--- src/rtl/core/sliding_mode_position_controller_unit_assert.svh ---
// assertion macros for the sliding mode position controller
`ifndef SLIDING_MODE_POSITION_CONTROLLER_UNIT_ASSERT_SVH
`define SLIDING_MODE_POSITION_CONTROLLER_UNIT_ASSERT_SVH

`ifndef ASSERT_OFF

`define SMPC_ASSERT(lbl, clk, rstn, prop) \
  lbl: assert property (@(posedge clk) disable iff (!rstn) (prop)) \
    else $error("smpc assertion failed");

`define SMPC_ASSERT_IMPL(lbl, clk, rstn, ante, cons) \
  lbl: assert property (@(posedge clk) disable iff (!rstn) (ante) |-> (cons)) \
    else $error("smpc implication failed");

`define SMPC_ASSERT_NEXT(lbl, clk, rstn, ante, cons) \
  lbl: assert property (@(posedge clk) disable iff (!rstn) (ante) |=> (cons)) \
    else $error("smpc next-cycle check failed");

`else

`define SMPC_ASSERT(lbl, clk, rstn, prop)
`define SMPC_ASSERT_IMPL(lbl, clk, rstn, ante, cons)
`define SMPC_ASSERT_NEXT(lbl, clk, rstn, ante, cons)

`endif

`endif

--- src/rtl/core/smpc_pkg.sv ---
`default_nettype none

package smpc_pkg;

  localparam int FRAC_BITS = 16;
  localparam int DATA_W    = 32;
  localparam int REG_W     = 31;
  localparam int CFG_IDX_W = 3;

  localparam logic signed [DATA_W-1:0] Q_ONE = DATA_W'(1) << FRAC_BITS;

  localparam logic signed [63:0] SAT_MAX = 64'sh0000_0000_7FFF_FFFF;
  localparam logic signed [63:0] SAT_MIN = -64'sh0000_0000_8000_0000;

  typedef enum logic [CFG_IDX_W-1:0] {
    CFG_SLOPE    = 3'd0,
    CFG_REACH    = 3'd1,
    CFG_SWITCH   = 3'd2,
    CFG_INERTIA  = 3'd3,
    CFG_DEADBAND = 3'd4,
    CFG_LIMIT    = 3'd5
  } cfg_idx_e;

  typedef struct packed {
    logic [REG_W-1:0] slope;
    logic [REG_W-1:0] reach;
    logic [REG_W-1:0] switching;
    logic [REG_W-1:0] inertia;
    logic [REG_W-1:0] deadband;
    logic [REG_W-1:0] limit;
  } cfg_t;

  typedef enum logic [1:0] {
    ALU_ADD = 2'd0,
    ALU_SUB = 2'd1,
    ALU_MUL = 2'd2
  } alu_op_e;

  typedef struct packed {
    alu_op_e                  op;
    logic signed [DATA_W-1:0] a;
    logic signed [DATA_W-1:0] b;
  } alu_req_t;

  function automatic logic signed [DATA_W-1:0] sat32(input logic signed [63:0] x);
    logic signed [DATA_W-1:0] r;
    if (x > SAT_MAX) begin
      r = SAT_MAX[DATA_W-1:0];
    end else if (x < SAT_MIN) begin
      r = SAT_MIN[DATA_W-1:0];
    end else begin
      r = x[DATA_W-1:0];
    end
    return r;
  endfunction

endpackage

`default_nettype wire

--- src/rtl/core/smpc_cfg.sv ---
`default_nettype none

module smpc_cfg (
  input  logic                             clk_i,
  input  logic                             rst_ni,
  input  logic                             cfg_we_i,
  input  logic [smpc_pkg::CFG_IDX_W-1:0]   cfg_idx_i,
  input  logic [smpc_pkg::REG_W-1:0]       cfg_wdata_i,
  output smpc_pkg::cfg_t                   cfg_o
);
  import smpc_pkg::*;

  cfg_t cfg_q, cfg_d;

  always_comb begin
    cfg_d = cfg_q;
    if (cfg_we_i) begin
      case (cfg_idx_i)
        CFG_SLOPE:    cfg_d.slope     = cfg_wdata_i;
        CFG_REACH:    cfg_d.reach     = cfg_wdata_i;
        CFG_SWITCH:   cfg_d.switching = cfg_wdata_i;
        CFG_INERTIA:  cfg_d.inertia   = cfg_wdata_i;
        CFG_DEADBAND: cfg_d.deadband  = cfg_wdata_i;
        CFG_LIMIT:    cfg_d.limit     = cfg_wdata_i;
        default:      cfg_d = cfg_q;  // unmapped index, drop the write
      endcase
    end
  end

  always_ff @(posedge clk_i or negedge rst_ni) begin
    if (!rst_ni) begin
      cfg_q.slope     <= REG_W'(65536);
      cfg_q.reach     <= '0;
      cfg_q.switching <= '0;
      cfg_q.inertia   <= REG_W'(65536);
      cfg_q.deadband  <= '0;
      cfg_q.limit     <= '1;
    end else begin
      cfg_q <= cfg_d;
    end
  end

  assign cfg_o = cfg_q;

endmodule

`default_nettype wire

--- src/rtl/core/smpc_alu.sv ---
`default_nettype none

module smpc_alu (
  input  logic                                clk_i,
  input  smpc_pkg::alu_req_t                  req_i,
  output logic signed [smpc_pkg::DATA_W-1:0]  res_o
);
  import smpc_pkg::*;

  logic signed [63:0] raw_d, raw_q;
  logic signed [63:0] scaled;
  logic               mul_q;

  always_comb begin
    case (req_i.op)
      ALU_ADD: raw_d = 64'(req_i.a) + 64'(req_i.b);
      ALU_SUB: raw_d = 64'(req_i.a) - 64'(req_i.b);
      ALU_MUL: raw_d = req_i.a * req_i.b;
      default: raw_d = '0;
    endcase
  end

  // the exact sum or product is registered; scaling and saturation act on the registered value
  always_ff @(posedge clk_i) begin
    raw_q <= raw_d;
    mul_q <= (req_i.op == ALU_MUL);
  end

  // arithmetic shift floors toward minus infinity
  assign scaled = mul_q ? (raw_q >>> FRAC_BITS) : raw_q;
  assign res_o  = sat32(scaled);

endmodule

`default_nettype wire

--- src/rtl/core/sliding_mode_position_controller_unit.sv ---
// Sliding mode position controller with an exponential reaching law, signed Q16.16 throughout.
// One sample (angle, velocity, target) yields one drive value. All sums and products go
// through a single shared add/multiply unit; a sample needs thirteen operations, or three
// when the position error lies inside the deadband. The input is not ready from the
// transfer until the result has been taken. Gains and limits are to be written through
// the register port while the block is idle; the block itself does not enforce this.
// Unmapped indexes are ignored.
`default_nettype none

`include "sliding_mode_position_controller_unit_assert.svh"

module sliding_mode_position_controller_unit (
  input  logic                                clk_i,
  input  logic                                rst_ni,
  input  logic                                cfg_we_i,
  input  logic [smpc_pkg::CFG_IDX_W-1:0]      cfg_idx_i,
  input  logic [smpc_pkg::REG_W-1:0]          cfg_wdata_i,
  input  logic                                in_valid_i,
  output logic                                in_ready_o,
  input  logic signed [smpc_pkg::DATA_W-1:0]  measured_angle_i,
  input  logic signed [smpc_pkg::DATA_W-1:0]  measured_velocity_i,
  input  logic signed [smpc_pkg::DATA_W-1:0]  target_angle_i,
  output logic                                out_valid_o,
  input  logic                                out_ready_i,
  output logic signed [smpc_pkg::DATA_W-1:0]  drive_o,
  output logic                                in_deadband_o
);
  import smpc_pkg::*;

  typedef enum logic [3:0] {
    ST_IDLE = 4'b0001,
    ST_EXEC = 4'b0010,
    ST_WB   = 4'b0100,
    ST_OUT  = 4'b1000
  } state_e;

  typedef enum logic [3:0] {
    STEP_ERR    = 4'd0,
    STEP_D      = 4'd1,
    STEP_DD     = 4'd2,
    STEP_VREL   = 4'd3,
    STEP_MUL_CE = 4'd4,
    STEP_S      = 4'd5,
    STEP_MUL_CV = 4'd6,
    STEP_U1     = 4'd7,
    STEP_MUL_EP = 4'd8,
    STEP_U2     = 4'd9,
    STEP_MUL_K  = 4'd10,
    STEP_U3     = 4'd11,
    STEP_MUL_J  = 4'd12
  } step_e;

  state_e state_q, state_d;
  step_e  step_q, step_d;

  cfg_t     cfg;
  alu_req_t alu_req;
  logic signed [DATA_W-1:0] alu_res;

  logic signed [DATA_W-1:0] angle_q, vel_q, tgt_q;
  logic signed [DATA_W-1:0] err_q, d_q, dd_q, vrel_q, s_q, u_q, tmp_q;
  logic signed [DATA_W-1:0] prev_t_q, prev_step_q;
  logic signed [DATA_W-1:0] drive_q;
  logic                     dbz_q;

  logic signed [DATA_W-1:0] sc;
  logic [DATA_W:0]          abs_err;
  logic                     in_db;
  logic signed [DATA_W-1:0] lim_s, neg_lim_s, u_clamped;
  logic                     last_op, db_exit;
  logic                     in_xfer;

  smpc_cfg u_cfg (
    .clk_i       (clk_i),
    .rst_ni      (rst_ni),
    .cfg_we_i    (cfg_we_i),
    .cfg_idx_i   (cfg_idx_i),
    .cfg_wdata_i (cfg_wdata_i),
    .cfg_o       (cfg)
  );

  smpc_alu u_alu (
    .clk_i (clk_i),
    .req_i (alu_req),
    .res_o (alu_res)
  );

  assign in_xfer = in_valid_i && in_ready_o;

  // surface saturated to +-1
  always_comb begin
    if (s_q > Q_ONE) begin
      sc = Q_ONE;
    end else if (s_q < -Q_ONE) begin
      sc = -Q_ONE;
    end else begin
      sc = s_q;
    end
  end

  assign abs_err = err_q[DATA_W-1] ? ((DATA_W+1)'(0) - {err_q[DATA_W-1], err_q})
                                   : {1'b0, err_q};
  assign in_db   = abs_err < {2'b00, cfg.deadband};

  assign lim_s     = {1'b0, cfg.limit};
  assign neg_lim_s = -lim_s;

  always_comb begin
    if (alu_res > lim_s) begin
      u_clamped = lim_s;
    end else if (alu_res < neg_lim_s) begin
      u_clamped = neg_lim_s;
    end else begin
      u_clamped = alu_res;
    end
  end

  // operand selection for the shared unit
  always_comb begin
    alu_req.op = ALU_SUB;
    alu_req.a  = angle_q;
    alu_req.b  = tgt_q;
    case (step_q)
      STEP_ERR:    begin alu_req.op = ALU_SUB; alu_req.a = angle_q; alu_req.b = tgt_q; end
      STEP_D:      begin alu_req.op = ALU_SUB; alu_req.a = tgt_q;   alu_req.b = prev_t_q; end
      STEP_DD:     begin alu_req.op = ALU_SUB; alu_req.a = d_q;     alu_req.b = prev_step_q; end
      STEP_VREL:   begin alu_req.op = ALU_SUB; alu_req.a = vel_q;   alu_req.b = d_q; end
      STEP_MUL_CE: begin alu_req.op = ALU_MUL; alu_req.a = {1'b0, cfg.slope}; alu_req.b = err_q; end
      STEP_S:      begin alu_req.op = ALU_ADD; alu_req.a = tmp_q;   alu_req.b = vrel_q; end
      STEP_MUL_CV: begin alu_req.op = ALU_MUL; alu_req.a = {1'b0, cfg.slope}; alu_req.b = vrel_q; end
      STEP_U1:     begin alu_req.op = ALU_SUB; alu_req.a = dd_q;    alu_req.b = tmp_q; end
      STEP_MUL_EP: begin
        alu_req.op = ALU_MUL; alu_req.a = {1'b0, cfg.switching}; alu_req.b = sc;
      end
      STEP_U2:     begin alu_req.op = ALU_SUB; alu_req.a = u_q;     alu_req.b = tmp_q; end
      STEP_MUL_K:  begin alu_req.op = ALU_MUL; alu_req.a = {1'b0, cfg.reach}; alu_req.b = s_q; end
      STEP_U3:     begin alu_req.op = ALU_SUB; alu_req.a = u_q;     alu_req.b = tmp_q; end
      STEP_MUL_J:  begin alu_req.op = ALU_MUL; alu_req.a = {1'b0, cfg.inertia}; alu_req.b = u_q; end
      default:     begin alu_req.op = ALU_SUB; alu_req.a = angle_q; alu_req.b = tgt_q; end
    endcase
  end

  assign last_op = (state_q == ST_WB) && (step_q == STEP_MUL_J);
  assign db_exit = (state_q == ST_WB) && (step_q == STEP_DD) && in_db;

  always_comb begin
    state_d = state_q;
    step_d  = step_q;
    case (state_q)
      ST_IDLE: begin
        if (in_valid_i) begin
          state_d = ST_EXEC;
          step_d  = STEP_ERR;
        end
      end
      ST_EXEC: state_d = ST_WB;
      ST_WB: begin
        if (last_op || db_exit) begin
          state_d = ST_OUT;
        end else begin
          state_d = ST_EXEC;
          step_d  = step_e'(step_q + 4'd1);
        end
      end
      ST_OUT: begin
        if (out_ready_i) begin
          state_d = ST_IDLE;
        end
      end
      default: state_d = ST_IDLE;
    endcase
  end

  always_ff @(posedge clk_i or negedge rst_ni) begin
    if (!rst_ni) begin
      state_q     <= ST_IDLE;
      step_q      <= STEP_ERR;
      prev_t_q    <= '0;
      prev_step_q <= '0;
    end else begin
      state_q <= state_d;
      step_q  <= step_d;
      if (last_op || db_exit) begin
        prev_step_q <= d_q;
      end
      if (last_op) begin
        prev_t_q <= tgt_q;
      end
    end
  end

  always_ff @(posedge clk_i) begin
    if (in_xfer) begin
      angle_q <= measured_angle_i;
      vel_q   <= measured_velocity_i;
      tgt_q   <= target_angle_i;
    end
    if (state_q == ST_WB) begin
      case (step_q)
        STEP_ERR:    err_q  <= alu_res;
        STEP_D:      d_q    <= alu_res;
        STEP_DD:     dd_q   <= alu_res;
        STEP_VREL:   vrel_q <= alu_res;
        STEP_S:      s_q    <= alu_res;
        STEP_U1:     u_q    <= alu_res;
        STEP_U2:     u_q    <= alu_res;
        STEP_U3:     u_q    <= alu_res;
        STEP_MUL_J:  u_q    <= alu_res;
        default:     tmp_q  <= alu_res;  // products that feed the next step
      endcase
    end
    if (db_exit) begin
      drive_q <= '0;
      dbz_q   <= 1'b1;
    end else if (last_op) begin
      drive_q <= u_clamped;
      dbz_q   <= 1'b0;
    end
  end

  assign in_ready_o    = (state_q == ST_IDLE);
  assign out_valid_o   = (state_q == ST_OUT);
  assign drive_o       = drive_q;
  assign in_deadband_o = dbz_q;

  `SMPC_ASSERT(a_ready_excl, clk_i, rst_ni, !(in_ready_o && out_valid_o))
  `SMPC_ASSERT_IMPL(a_db_zero, clk_i, rst_ni, out_valid_o && in_deadband_o, drive_o == '0)
  `SMPC_ASSERT_NEXT(a_busy_after_xfer, clk_i, rst_ni, in_valid_i && in_ready_o, !in_ready_o)

endmodule

`default_nettype wire

--- config.mk ---
export PLATFORM = sky130hd
export DESIGN_NAME = sliding_mode_position_controller_unit
export DESIGN_NICKNAME = d
export VERILOG_FILES = /design/src/rtl/core/smpc_pkg.sv /design/src/rtl/core/smpc_cfg.sv /design/src/rtl/core/smpc_alu.sv /design/src/rtl/core/sliding_mode_position_controller_unit.sv
export VERILOG_INCLUDE_DIRS = /design/src /design/src/rtl/core
export SDC_FILE = /design/constraint.sdc
export NUM_CORES = 2
export LEC_CHECK = 0
export BUFFER_PORTS_ARGS = -buffer_cell sky130_fd_sc_hd__buf_2
export CORE_MARGIN = 2
export CORE_UTILIZATION = 51
export DETAILED_ROUTE_END_ITERATION = 12
export GPL_TIMING_DRIVEN = 0
export MAX_ROUTING_LAYER = met4
export PLACE_DENSITY_LB_ADDON = 0.1
export SLEW_MARGIN = 20
export SYNTH_ARGS = -nofsm -noshare
export SYNTH_HDL_FRONTEND = slang
export SYNTH_HIERARCHICAL = 1
export SYNTH_SLANG_ARGS = --single-unit
--- constraint.sdc ---
create_clock -name clk_i -period 9.2 [get_ports clk_i]
set_clock_uncertainty 0.1 [all_clocks]
set_input_delay 1.38 -clock clk_i [delete_from_list [all_inputs] [get_ports clk_i]]
set_output_delay 1.38 -clock clk_i [all_outputs]
set_load 0.01 [all_outputs]
==> metrics <==
die outline area 141600 sq um; hold worst-path end in_deadband_o; Reg clk slew, reported paths 0.07 ns; reported max-cap violation count 0; most prevalent standard cell on the critical path sky130_fd_sc_hd__fa_1; fraction of layout instances using a drive strength above 1 18.77%; total detailed-routing wirelength 302100 microns; largest net degree at the start of global routing 94; initial detailed-routing violation count 6672; number of port buffers 169; violated checks negative setup slack; IO Count 170; cell count of the worst reg-to-reg path 35; fraction of post-synthesis cell area in the top cell type by area 30.69%; drt pass-1 iters 7; Gate Count Post-Synth 6908; class of the worst hold path reg -> reg; syn_area_per_cell 10.24 sq um; Initial Util 51.43%; number of filler cells placed in the layout 11712; Worst Setup Slack, final -1.225 ns; Synth area leader sky130_fd_sc_hd__fa_1; launching element type of the critical path register; number of buffers between clock root and the deepest sink 3; top cells by area in the synthesized netlist sky130_fd_sc_hd__fa_1 31%, sky130_fd_sc_hd__edfxtp_1 14%, sky130_fd_sc_hd__dfrtp_1 7.9%; most common cell in the synthesized netlist sky130_fd_sc_hd__inv_1; Placement Rows 136; clock root buffer sky130_fd_sc_hd__clkbuf_16; overall die height 376.3 microns; WL/cell 32.84 microns; outcome complete, but fails checks; Final nets 8903; FF-to-FF Start s_q[7]; deepest level of the CTS H-tree 2; total negative setup slack -33.08 ns; Min-Delay Startpoint in_deadband_o; global router's overall resource usage 44.38%; critical path class reg -> reg; via count of the first global-routing pass 59583; CORE AREA 137500 sq um; WP data required 9.59 ns; data arrival time at the worst-slack endpoint 10.82 ns; worst hold path stage count 1; CTS Hold Buffers Added 0; global-route wire length before repair 430000 microns; crit path capture type register; Most used DFF post-synth sky130_fd_sc_hd__edfxtp_1; clock latency at the later pin of the worst-skew pair 0.69 ns; x dimension of the die 376.3 microns; Vias 57588; Tightest Pin Transition 1.351 ns; distinct cell type count after synthesis 101; number of flops mapped to enable cells by yosys 320; Rel. slew slack 9.942%; HPWL after detailed placement 241000 microns; layout overhead on the synthesized area 16.06%; register bit count reported by yosys 676; DR DRC count 0; clock net sink count 676; final count of negative-setup-slack endpoints 49; Cell Area, Synth 70710 sq um; minimum clock period after layout 10.43 ns; reg-to-reg setup timing slack -1.23 ns; final-report max-slew violation count 0; initial antenna violation count 11; yosys synthesis warning count 6; Seq/Total Area, Yosys 25.56%; count of final hold-check violations 0; final RePlAce weighted congestion 1.097; Async SR Flop Fraction 38.17%; achievable frequency 95.92 MHz; RSZ-0062 raised after global routing yes; total CTS buffers 61; nets in the synthesized netlist 8475; top post-synthesis cells by count 1118 x sky130_fd_sc_hd__inv_1, 1084 x sky130_fd_sc_hd__fa_1, 697 x sky130_fd_sc_hd__nand2_1; overflow left after global routing 0; final clock period utilization by the worst path 113.3%; CP max stage cell sky130_fd_sc_hd__fa_2; Largest stage delay, worst path 0.66 ns; terminus of the critical flop-to-flop path u_alu/raw_q[53]; TritonCTS clock tree done; ratio of routed vias to standard cells 6.261; maximum fanout along the worst path 5; final antenna-violating net count 0
stage by stage:
stage / hold slack (ns) / setup slack [ns] / instance area (sq um) / util, % / cells
2_1_floorplan: 0.3447 / -0.03348 / 71050 / - / 6908
3_3_place_gp: 0.3350 / -5.923 / 74140 / 53.92 / 8871
3_5_place_dp: 0.3419 / -4.684 / 75080 / 54.61 / 8917
4_1_cts: 0.3598 / -0.9697 / 81150 / 59.02 / 9142
5_1_grt: 0.3895 / -1.221 / 82050 / 59.68 / 9193
6_report: 0.3581 / -1.225 / 82060 / 59.68 / 9198
final cells by class:
cell class                 count  area, sq um  area share, %
timing repair buffer         383         3094          3.771
inverter                    1123         4255          5.186
buffer                       382         2950          3.595
multi-input combinational   4709        49240          60.00
tap                         1794         2245          2.735
clock inverter                33        374.1         0.4559
clock buffer                  83         1795          2.188
sequential                   676        18070          22.02
antenna                       15        37.54        0.04574
worst max-delay path, delay by kind of cell (launching register included):
kind,cells,cell delay [ns]
AND/OR/NAND/NOR,6,1.98
AO/OA/AOI/OAI,8,1.54
adder cells (fa/ha/maj),9,4.47
flip-flops,1,0.46
buffers and inverters,11,1.54
XOR/XNOR,1,0.11
sequential cells by signal, indices dropped and copies added (netlist names):
register,count
drive_o,32
vel_q,32
u_q,32
vrel_q,32
tgt_q,32
dd_q,32
u_alu/mul_q,1
step_q,4
tmp_q,32
u_alu/raw_q,64
u_cfg/cfg_o,186
in_deadband_o,1
s_q,32
d_q,32
prev_step_q,32
angle_q,32
state_q,4
err_q,32
prev_t_q,32
cells in the final DEF (no fill, tap or decap), types with 62 or more instances in the layout:
| master | synthesis | final |
|---|---|---|
| sky130_fd_sc_hd__a21oi_1 | 208 | 158 |
| sky130_fd_sc_hd__a22o_1 | 66 | 66 |
| sky130_fd_sc_hd__a22oi_1 | 99 | 97 |
| sky130_fd_sc_hd__and2_1 | 479 | 472 |
| sky130_fd_sc_hd__buf_2 | 20 | 190 |
| sky130_fd_sc_hd__buf_4 | 6 | 177 |
| sky130_fd_sc_hd__clkbuf_1 | 336 | 85 |
| sky130_fd_sc_hd__clkbuf_16 | 0 | 80 |
| sky130_fd_sc_hd__clkbuf_2 | 1 | 75 |
| sky130_fd_sc_hd__clkbuf_4 | 0 | 96 |
| sky130_fd_sc_hd__dfrtp_1 | 224 | 222 |
| sky130_fd_sc_hd__dfxtp_1 | 98 | 98 |
| sky130_fd_sc_hd__edfxtp_1 | 320 | 320 |
| sky130_fd_sc_hd__fa_1 | 1084 | 1058 |
| sky130_fd_sc_hd__ha_1 | 348 | 307 |
| sky130_fd_sc_hd__inv_1 | 1118 | 1094 |
| sky130_fd_sc_hd__mux2_2 | 179 | 179 |
| sky130_fd_sc_hd__mux2i_1 | 66 | 66 |
| sky130_fd_sc_hd__nand2_1 | 697 | 687 |
| sky130_fd_sc_hd__nand3_1 | 79 | 74 |
| sky130_fd_sc_hd__nor2_1 | 246 | 222 |
| sky130_fd_sc_hd__nor3_1 | 68 | 62 |
| sky130_fd_sc_hd__o21ai_0 | 159 | 103 |
| sky130_fd_sc_hd__xnor2_1 | 110 | 102 |
cell families (layout without fill, tap and decap cells):
kind of cell             count (synthesis)  after routing  share of synthesized area, %
XOR/XNOR                               142            142                         1.759
other                                    0             15                             0
AND/OR/NAND/NOR                       1798           1798                         12.52
buffers and inverters                 1523           2004                         8.308
AO/OA/AOI/OAI                         1050           1050                         10.56
multiplexers                           287            287                         4.454
adder cells (fa/ha/maj)               1432           1432                         36.85
flip-flops                             676            676                         25.56
routing by layer:
layer	share of wire [%]	global-route usage [%]
met1	35	51.83
met2	46	68.24
met3	9.7	9.082
met4	9.5	32.51
met5	0	-
worst max-delay path by stage:
stage,from,end,slack [ns],cells after the start
final,s_q[7],u_alu/raw_q[53],-1.23,35
after global routing,step_q[0],u_alu/raw_q[63],-1.22,41
after CTS,s_q[7],u_alu/raw_q[61],-0.97,35
after detailed placement,step_q[2],u_alu/raw_q[49],-4.68,31
after global placement,step_q[0],u_alu/raw_q[57],-5.92,32
after floorplan,step_q[1],u_alu/raw_q[63],-0.03,37
repair_timing:
item                                   CTS  global route
setup endpoints to repair               57            49
endpoints found under the hold margin    0             0
buffers inserted                       127            42
pin swaps                              108            71
gates resized for setup                764           149
Power is not shown: default switching activity piles up to over one toggle a cycle in this logic, so the estimate is an artifact.
